### src/design/assert_macros.svh
// Assertion macros shared by the priority queue RTL.
// Included by every module that carries concurrent assertions; expects clk and rst_n in scope.
`ifndef ASSERT_MACROS_SVH
`define ASSERT_MACROS_SVH

// Property checked at every clock edge outside reset.
`define SMPQ_ASSERT(label, prop, msg) \
  label: assert property (@(posedge clk) disable iff (!rst_n) (prop)) else $error(msg);

// Trigger in a cycle implies consequence in the next.
`define SMPQ_ASSERT_NEXT(label, trig, cons, msg) \
  label: assert property (@(posedge clk) disable iff (!rst_n) (trig) |=> (cons)) else $error(msg);

`endif

### src/design/smpq_pkg.sv
// Package for the sorted minimum priority queue: payload structs, cell types, constants.
// No dependencies; used by smpq_cell and sorted_min_priority_queue.
package smpq_pkg;

  localparam int unsigned KEY_BITS      = 16;
  localparam int unsigned TAG_BITS      = 8;
  localparam int unsigned COUNT_BITS    = 5;
  localparam int unsigned DEF_QUEUE_DEPTH = 16;

  typedef enum logic {
    MODE_INSERT = 1'b0,
    MODE_REMOVE = 1'b1
  } smpq_mode_t;

  typedef struct packed {
    logic                mode;
    logic [KEY_BITS-1:0] item_key;
    logic [TAG_BITS-1:0] item_tag;
  } smpq_in_t;

  typedef struct packed {
    logic                  removed_valid;
    logic [KEY_BITS-1:0]   removed_key;
    logic [TAG_BITS-1:0]   removed_tag;
    logic                  head_valid;
    logic [KEY_BITS-1:0]   head_key;
    logic [TAG_BITS-1:0]   head_tag;
    logic [COUNT_BITS-1:0] entry_count;
    logic                  insert_dropped;
  } smpq_out_t;

  // One stored slot of the queue.
  typedef struct packed {
    logic                valid;
    logic [KEY_BITS-1:0] key;
    logic [TAG_BITS-1:0] tag;
  } smpq_entry_t;

  // Broadcast to every cell for the transaction being applied this cycle.
  typedef struct packed {
    logic                ins;   // insert, queue not full
    logic                rem;   // remove, queue not empty
    logic [KEY_BITS-1:0] key;
    logic [TAG_BITS-1:0] tag;
  } smpq_ctrl_t;

endpackage

### src/design/sorted_min_priority_queue.sv
// Sorted minimum priority queue, QUEUE_DEPTH slots held in a row of compare-and-shift cells with
// the minimum at slot 0. One transaction (insert or remove) is taken per clock while in_ready is
// high; every slot compares the incoming key in parallel and shifts by at most one place, and the
// result is registered on acceptance. in_ready is low only while a finished result waits on out_ready.
// Depends on smpq_pkg, smpq_cell and assert_macros.svh.
`include "assert_macros.svh"

module sorted_min_priority_queue
  import smpq_pkg::*;
#(
  parameter int unsigned QUEUE_DEPTH = DEF_QUEUE_DEPTH
) (
  input  logic      clk,
  input  logic      rst_n,
  input  logic      in_valid,
  output logic      in_ready,
  input  smpq_in_t  in_data,
  output logic      out_valid,
  input  logic      out_ready,
  output smpq_out_t out_data
);

  localparam int unsigned CW = $clog2(QUEUE_DEPTH + 1);

  logic [CW-1:0] cnt_r, cnt_nxt;
  logic          out_valid_r;
  smpq_out_t     out_data_r, res;
  smpq_ctrl_t    ctrl;
  logic          accept, full, empty, is_ins, is_rem;

  smpq_entry_t q     [QUEUE_DEPTH];
  smpq_entry_t q_nxt [QUEUE_DEPTH];
  logic [QUEUE_DEPTH-1:0] take;
  logic [QUEUE_DEPTH-1:0] valid_vec;

  assign in_ready = !out_valid_r || out_ready;
  assign accept   = in_valid && in_ready;
  assign full     = (cnt_r == CW'(QUEUE_DEPTH));
  assign empty    = (cnt_r == '0);
  assign is_ins   = (in_data.mode == MODE_INSERT);
  assign is_rem   = (in_data.mode == MODE_REMOVE);

  assign ctrl.ins = accept && is_ins && !full;
  assign ctrl.rem = accept && is_rem && !empty;
  assign ctrl.key = in_data.item_key;
  assign ctrl.tag = in_data.item_tag;

  for (genvar i = 0; i < QUEUE_DEPTH; i++) begin : g_cell
    smpq_entry_t prev_q, next_q;
    logic        prev_take;

    if (i == 0) begin : g_head
      // Virtual slot ahead of the head: always occupied, never gives way.
      assign prev_q    = '{valid: 1'b1, key: '0, tag: '0};
      assign prev_take = 1'b0;
    end else begin : g_body
      assign prev_q    = q[i-1];
      assign prev_take = take[i-1];
    end

    if (i == QUEUE_DEPTH - 1) begin : g_tail
      assign next_q = '{valid: 1'b0, key: '0, tag: '0};
    end else begin : g_mid
      assign next_q = q[i+1];
    end

    smpq_cell u_cell (
      .clk       (clk),
      .rst_n     (rst_n),
      .ctrl      (ctrl),
      .prev_q    (prev_q),
      .prev_take (prev_take),
      .next_q    (next_q),
      .q         (q[i]),
      .q_nxt     (q_nxt[i]),
      .take      (take[i])
    );

    assign valid_vec[i] = q[i].valid;
  end

  always_comb begin
    cnt_nxt = cnt_r;
    if (ctrl.ins) begin
      cnt_nxt = cnt_r + 1'b1;
    end else if (ctrl.rem) begin
      cnt_nxt = cnt_r - 1'b1;
    end
  end

  always_comb begin
    res                = '0;
    res.removed_valid  = ctrl.rem;
    res.removed_key    = ctrl.rem ? q[0].key : '0;
    res.removed_tag    = ctrl.rem ? q[0].tag : '0;
    res.head_valid     = q_nxt[0].valid;
    res.head_key       = q_nxt[0].valid ? q_nxt[0].key : '0;
    res.head_tag       = q_nxt[0].valid ? q_nxt[0].tag : '0;
    res.entry_count    = COUNT_BITS'(cnt_nxt);
    res.insert_dropped = accept && is_ins && full;
  end

  always_ff @(posedge clk) begin
    if (!rst_n) begin
      cnt_r       <= '0;
      out_valid_r <= 1'b0;
    end else begin
      cnt_r <= cnt_nxt;
      if (accept) begin
        out_valid_r <= 1'b1;
      end else if (out_ready) begin
        out_valid_r <= 1'b0;
      end
    end
  end

  always_ff @(posedge clk) begin
    if (accept) begin
      out_data_r <= res;
    end
  end

  assign out_valid = out_valid_r;
  assign out_data  = out_data_r;

  `SMPQ_ASSERT(a_count_matches, $countones(valid_vec) == int'(cnt_r), "count disagrees with occupied slots")
  `SMPQ_ASSERT_NEXT(a_accept_result, accept, out_valid_r, "accepted transaction left no result")
  `SMPQ_ASSERT(a_drop_only_full, !(out_valid_r && out_data_r.insert_dropped) || (cnt_r == CW'(QUEUE_DEPTH)), "insert dropped while not full")

endmodule

### src/design/smpq_cell.sv
// One slot of the sorted queue: holds an entry, compares it against the broadcast key,
// and shifts toward or away from the head. Depends on smpq_pkg and assert_macros.svh.
`include "assert_macros.svh"

module smpq_cell
  import smpq_pkg::*;
(
  input  logic        clk,
  input  logic        rst_n,
  input  smpq_ctrl_t  ctrl,
  input  smpq_entry_t prev_q,     // neighbor nearer the head
  input  logic        prev_take,  // neighbor nearer the head gives way to the new key
  input  smpq_entry_t next_q,     // neighbor farther from the head
  output smpq_entry_t q,
  output smpq_entry_t q_nxt,
  output logic        take
);

  smpq_entry_t q_r;
  smpq_entry_t cell_nxt;

  // Equal keys stay ahead of the new entry, so strict less-than.
  assign take = !q_r.valid || (ctrl.key < q_r.key);

  always_comb begin
    cell_nxt = q_r;
    if (ctrl.ins) begin
      if (take) begin
        if (prev_take) begin
          cell_nxt = prev_q;
        end else begin
          cell_nxt.valid = 1'b1;
          cell_nxt.key   = ctrl.key;
          cell_nxt.tag   = ctrl.tag;
        end
      end
    end else if (ctrl.rem) begin
      cell_nxt = next_q;
    end
  end

  always_ff @(posedge clk) begin
    if (!rst_n) begin
      q_r.valid <= 1'b0;
    end else begin
      q_r <= cell_nxt;
    end
  end

  assign q     = q_r;
  assign q_nxt = cell_nxt;

  `SMPQ_ASSERT(a_cell_prefix, !q_r.valid || prev_q.valid, "valid slot behind an empty slot")
  `SMPQ_ASSERT(a_cell_sorted, !(q_r.valid && prev_q.valid) || (prev_q.key <= q_r.key), "slot keys out of order")

endmodule

### config.mk
export PLATFORM = sky130hd
export DESIGN_NAME = sorted_min_priority_queue
export DESIGN_NICKNAME = d
export VERILOG_FILES = /design/src/design/smpq_pkg.sv /design/src/design/sorted_min_priority_queue.sv /design/src/design/smpq_cell.sv
export VERILOG_INCLUDE_DIRS = /design/src /design/src/design
export SDC_FILE = /design/constraint.sdc
export NUM_CORES = 1
export LEC_CHECK = 0
export BUFFER_PORTS_ARGS = -buffer_cell sky130_fd_sc_hd__buf_2
export CAP_MARGIN = 20
export CORE_UTILIZATION = 60
export CTS_CLUSTER_SIZE = 14
export DETAILED_ROUTE_END_ITERATION = 8
export MAX_ROUTING_LAYER = met4
export PLACE_DENSITY = 0.88
export SETUP_SLACK_MARGIN = 0.1
export SYNTH_ARGS = -nofsm -noshare
export SYNTH_HDL_FRONTEND = slang
export SYNTH_SLANG_ARGS = --single-unit
### constraint.sdc
create_clock -name clk -period 5 [get_ports clk]
set_input_delay 1 -clock clk [delete_from_list [all_inputs] [get_ports clk]]
set_output_delay 1 -clock clk [all_outputs]
set_load 0.05 [all_outputs]
### Yosys cells after proc, flatten, opt, wreduce, memory -nomap -nowiden

Cells that the tools add are included.

* input bits: 29
* register bits: 462
* output and inout port bits: 58

* reduce and logical (&&, ||, !) cells: 75
* bitwise operators: 1
* equality and inequality tests: 16
* $add $sub $neg: 2
* muxes and demuxes: 67
* $lt $le $gt $ge: 16

Operators by type and width (count)
* two-way mux 25 bit: 63
* < comparator 16 bit: 16
* AND reduction 3 bit: 15
* != test 2 x 1 -> 1 bit, second input constant: 15
* AND reduction 2 bit: 15
* zero test 1 bit: 19
* logical OR 1 bit: 17
* two-way mux 5 bit: 2
* logical AND 1 bit: 6
* adder 5 x 1 -> 5 bit, second input constant: 1
* == test 5 bit, second input constant: 1
* zero test 5 bit: 1
* subtractor 5 x 1 -> 5 bit, second input constant: 1
* nonzero test 2 bit: 2
* two-way mux 1 bit: 2
* NOT 1 bit: 1

### Longest topological paths before layout

* depth in word-level cells: 7
* mapped depth: 11
* gate-level depth less buffers: 9

### Modules after synthesis

Synthesis repeated with hierarchy kept, for this count alone.

* cells, all modules: 3229
* area total of the unflattened synthesis: 35743.0 µm²

Modules (own cells, without submodules)
* smpq_cell: times used 16, sequential area each 740.7 µm², area an instance 2075.7 µm², cells each 191
* sorted_min_priority_queue: times used 1, sequential area each 1801.7 µm², area an instance 2531.2 µm², cells each 173

### Worst setup path after synthesis

No wires, ideal clock.

* kind: in2reg
* start point: input port out_ready
* end point: register g_cell[2].u_cell.q_r, in the netlist g_cell[2].u_cell.q[0] (enable)
* slack: 605 ps
* buffers on the path: 2
* required time: 4580 ps
* cell stages on the path: 8
* data arrival time: 3975 ps
* library setup time: 420 ps
* cells stage by stage: nand2b_1 -> nand2_1 -> or3b_1 -> buf_2 -> nand2_2 -> nand2_1 -> buf_2 -> a31oi_1

* longest elaborated chain between the ends: 6
* elaborated cells between the ends (all ways): 9
* those cells by class: 1 x eq/ne; 8 x reduce/logical

Ends and longest elaborated chain
* start, declared: line sorted_min_priority_queue.sv:19 `input logic out_ready,`
* logical OR 1 bit *: line sorted_min_priority_queue.sv:36 `assign in_ready = !out_valid_r || out_ready;`
* logical AND 1 bit *: line sorted_min_priority_queue.sv:37 `assign accept = in_valid && in_ready;`
* logical AND 1 bit (on tied branches) (2 in series): line sorted_min_priority_queue.sv:43, sorted_min_priority_queue.sv:44
* != test 2 x 1 -> 1 bit (no line) / nonzero test 2 bit (equally long branches)
* AND reduction 3 bit (no line) *
* end signal, assigned: line smpq_cell.sv:46 `q_r <= cell_nxt;`
* end, declared: line smpq_cell.sv:19 `smpq_entry_t q_r;`

Mark *: on every way between the ends. The rest lies on a longest branch, timed or not.
A chain may end at the register's enable or synchronous reset.

### Worst setup path in the final report

* start point: input port in_data[17] (netlist bit)
* end point: register g_cell[10].u_cell.q_r, in the netlist g_cell[10].u_cell.q[19] (enable)

* longest elaborated chain between the ends: 4

Ends and longest elaborated chain
* start, declared: line sorted_min_priority_queue.sv:17 `input smpq_in_t in_data,`
* < comparator 16 bit: line smpq_cell.sv:23 `assign take = !q_r.valid || (ctrl.key < q_r.key);`
* logical OR 1 bit: line smpq_cell.sv:23
* != test 2 x 1 -> 1 bit (no line)
* AND reduction 3 bit (no line)
* end signal, assigned: line smpq_cell.sv:46
* end, declared: line smpq_cell.sv:19

Every way passes these cells.

==> impl_metrics.yaml <==
run_status:
  status: "completed"
worst_setup_path:
  rr_worst_depth: 9
  worstPathArrival_ns: 4.34
  rr_endpoint: "g_cell[10].u_cell.q[19]"
  r2r-start: "g_cell[10].u_cell.q[22]"
  crit_fanout: 26
  path_class: "input port to flop"
  cpPeakStageDelay_ns: 0.62
  end_kind: "flop"
  r2r_setup_slack_ns: 1.38
  crit_path_start_kind: "input port"
  crit_slowest_cell: "nor4_1"
  crit_chain: "buf_2, ha_1, nand4_1, nor4_1, o21ai_0, a31oi_4, buf_12, a21oi_2, buf_4"
  cp.required_ns: 5.31
timing:
  min_period_ns: 4.03
  tns_ns: 0
  worst_slew_pin_slew_ns: 0.947
  setup_slack_ns: 0.970
  hold_viol_final: 0
  final-setup-viol-count: 0
  rsz0062_at_grt: "no"
  drv_slew: 0
  fin_worst_skew_ns: 0.0452
  fin_crit_sh_pct: 80.6
  max_freq_mhz: 248
  slew-limit-headroom_pct: 36.9
routing:
  dr.pass1.iters: 6
  wire_per_inst_um: 22.3
  drt-total-wl_um: 79600
  avgViaCountPerCell: 6.54
  detail_route.iter0.violations: 2916
  ant_nets: 0
  vias: 23400
  drcViolationCount: 0
cells_and_area:
  fin_area_um2: 32100
  syn_to_final_growth_pct: 9.24
  drive_above_1_share_pct: 11.0
  layout_commonest_cell: "a21oi_1"
  nets: 3185
  final_cell_mix: "441 x a21oi_1, 440 x edfxtp_1, 353 x nor2_1"
pwr:
  powerDensity_nw_per_um2: 323
  peakVddDrop_v: 0.000224
  p_leak_nw: 12.5
min_path:
  hold_end: "g_cell[12].u_cell.q[24]"
  worstHoldStart: "g_cell[12].u_cell.q[24]"
  hold_class: "flop to flop"
  holdPathStages: 2
logic_synthesis:
  syn_inst: 2880
  synth_simple_gate_area_share_pct: 10.5
  syn-num-nets: 3151
  muxShareOfSynthArea_pct: 10.6
  synthAdderAreaFrac_pct: 10.3
  ys_async_sr_fraction_pct: 0
  synth_xor_area_share_pct: 0.0894
  synth-compound-area-share_pct: 15.3
  synth_ff_type: "edfxtp_1"
  yosysWarnings: 0
  synth_edf_count: 440
  synthesis.area_um2: 29400
  synth-seq-cells: 462
  synth_area_per_cell_um2: 10.2
  yosysSeqAreaShare_pct: 46.5
  synth_top_family_by_area: "compound AO/OA/AOI/OAI gates"
  ys_types: 71
global_route:
  grtUsageTotal_pct: 32.8
  antenna_found_initial: 4
  grt_pass1_vias: 23200
  grt_max_degree: 217
  grt_pass1_wl_um: 126000
  grt_overflow: 0
die:
  ios: 87
  rows: 80
  coreArea_um2: 48000
  design.die.area_um2: 49900
  die_width_um: 223
  die_y_um: 223
  initial_core_util_pct: 61.2
cts:
  numCtsBuffers: 49
  root_buffer: "clkbuf_16"
  clk_latency_ns: 0.63
  clockBufferDepth: 3
  cts_max_level: 2
  path_clk_slew_ns: 0.06
  post_cts.repair.setup_buffers: 0
  cts_tree: "yes"
  cts_hold_buf: 0
  postCtsResizedCells: 0
  clock-sinks: 462
placed_design:
  place.gp.congestion: 0.928
  post-dp-hpwl_um: 55400
  placed_cell_area_um2: 30500
  port_buffers: 86
  pre_cts_ws_ns: 0.502
job:
  maxCapViolCount: 0
==> how the worst max path moves through the flow <==
stage,start,endpoint,slack (ns),cells past startpoint
2_1_floorplan,out_ready,g_cell[2].u_cell.q[0],0.61,8
3_3_place_gp,in_data[23],g_cell[10].u_cell.q[21],0.65,9
3_5_place_dp,in_data[23],g_cell[11].u_cell.q[12],0.50,9
4_1_cts,in_data[23],g_cell[10].u_cell.q[6],1.06,9
5_1_grt,in_data[23],g_cell[11].u_cell.q[12],0.85,9
6_report,in_data[17],g_cell[10].u_cell.q[19],0.97,9
==> registers in the layout, summed over array words and instances, names as in the netlist <==
name	cells
cnt_r	5
g_cell.u_cell.q	400
out_data	56
out_valid	1
==> layer usage <==
metal	global-route usage (%)	part of all wire, %
met4	14.8	4.7
met2	52.3	47
met1	40.8	39
met5	-	0
met3	5.94	9.2
==> kinds of logic (layout without fill, tap and decap cells) <==
kind of cell | count (synthesis) | count (layout)
compound gates | 719 | 719
simple gates | 695 | 695
flops | 462 | 462
buf+inv | 447 | 522
mux | 312 | 312
fa+ha+maj | 242 | 242
xor+xnor | 3 | 3
other cells | 0 | 6
==> cells in the mapped netlist, drive strengths merged, types with 35 or more instances <==
library cell / n / share of area (%)
a21oi: 445 / 7.6
and2: 40 / 0.85
buf: 106 / 2.3
clkbuf: 74 / 1.1
edfxtp: 440 / 45
ha: 242 / 10
inv: 267 / 3.4
mux2i: 312 / 11
nand2: 135 / 1.8
nand3: 73 / 1.2
nand4: 35 / 0.75
nor2: 354 / 4.5
o211ai: 41 / 1.0
o21ai: 58 / 1.1
==> critical path: cells and delay by family <==
family / cells / cell delay [ns]
buffers and inverters: 3 / 1.13
adder cells (fa/ha/maj): 1 / 0.28
AO/OA/AOI/OAI: 3 / 1.04
AND/OR/NAND/NOR: 2 / 0.82
==> where the power goes <==
part,total [W],leakage [nW],internal (W),switching (W)
registers,0.00479,4.27,0.00460,0.000187
clock network,0.00364,0.781,0.00206,0.00158
logic,0.00195,7.41,0.000654,0.00130
total,0.0104,12.5,0.00731,0.00307
==> cell type report <==
type                       instances  area (um^2)
fill                            3432        16000
multi-input combinational       1971        13900
sequential                       462        13700
clock buffer                      61         1300
timing repair buffer             163         1140
inverter                         267         1000
tap                              615          769
clock inverter                    31          277
antenna                            6         15.0
==> per-stage QoR <==
step	total power, W	utilization (%)	hold slack, ns	std cells
floorplan	0.00613	-	0.480	2880
global placement	0.00663	63.4	0.500	3475
detailed placement	0.00675	63.4	0.523	3476
CTS	0.0104	66.7	0.531	3568
global route	0.0107	66.8	0.574	3575
finish	0.0104	66.8	0.537	3576
Power figures use the tool's default switching activity.
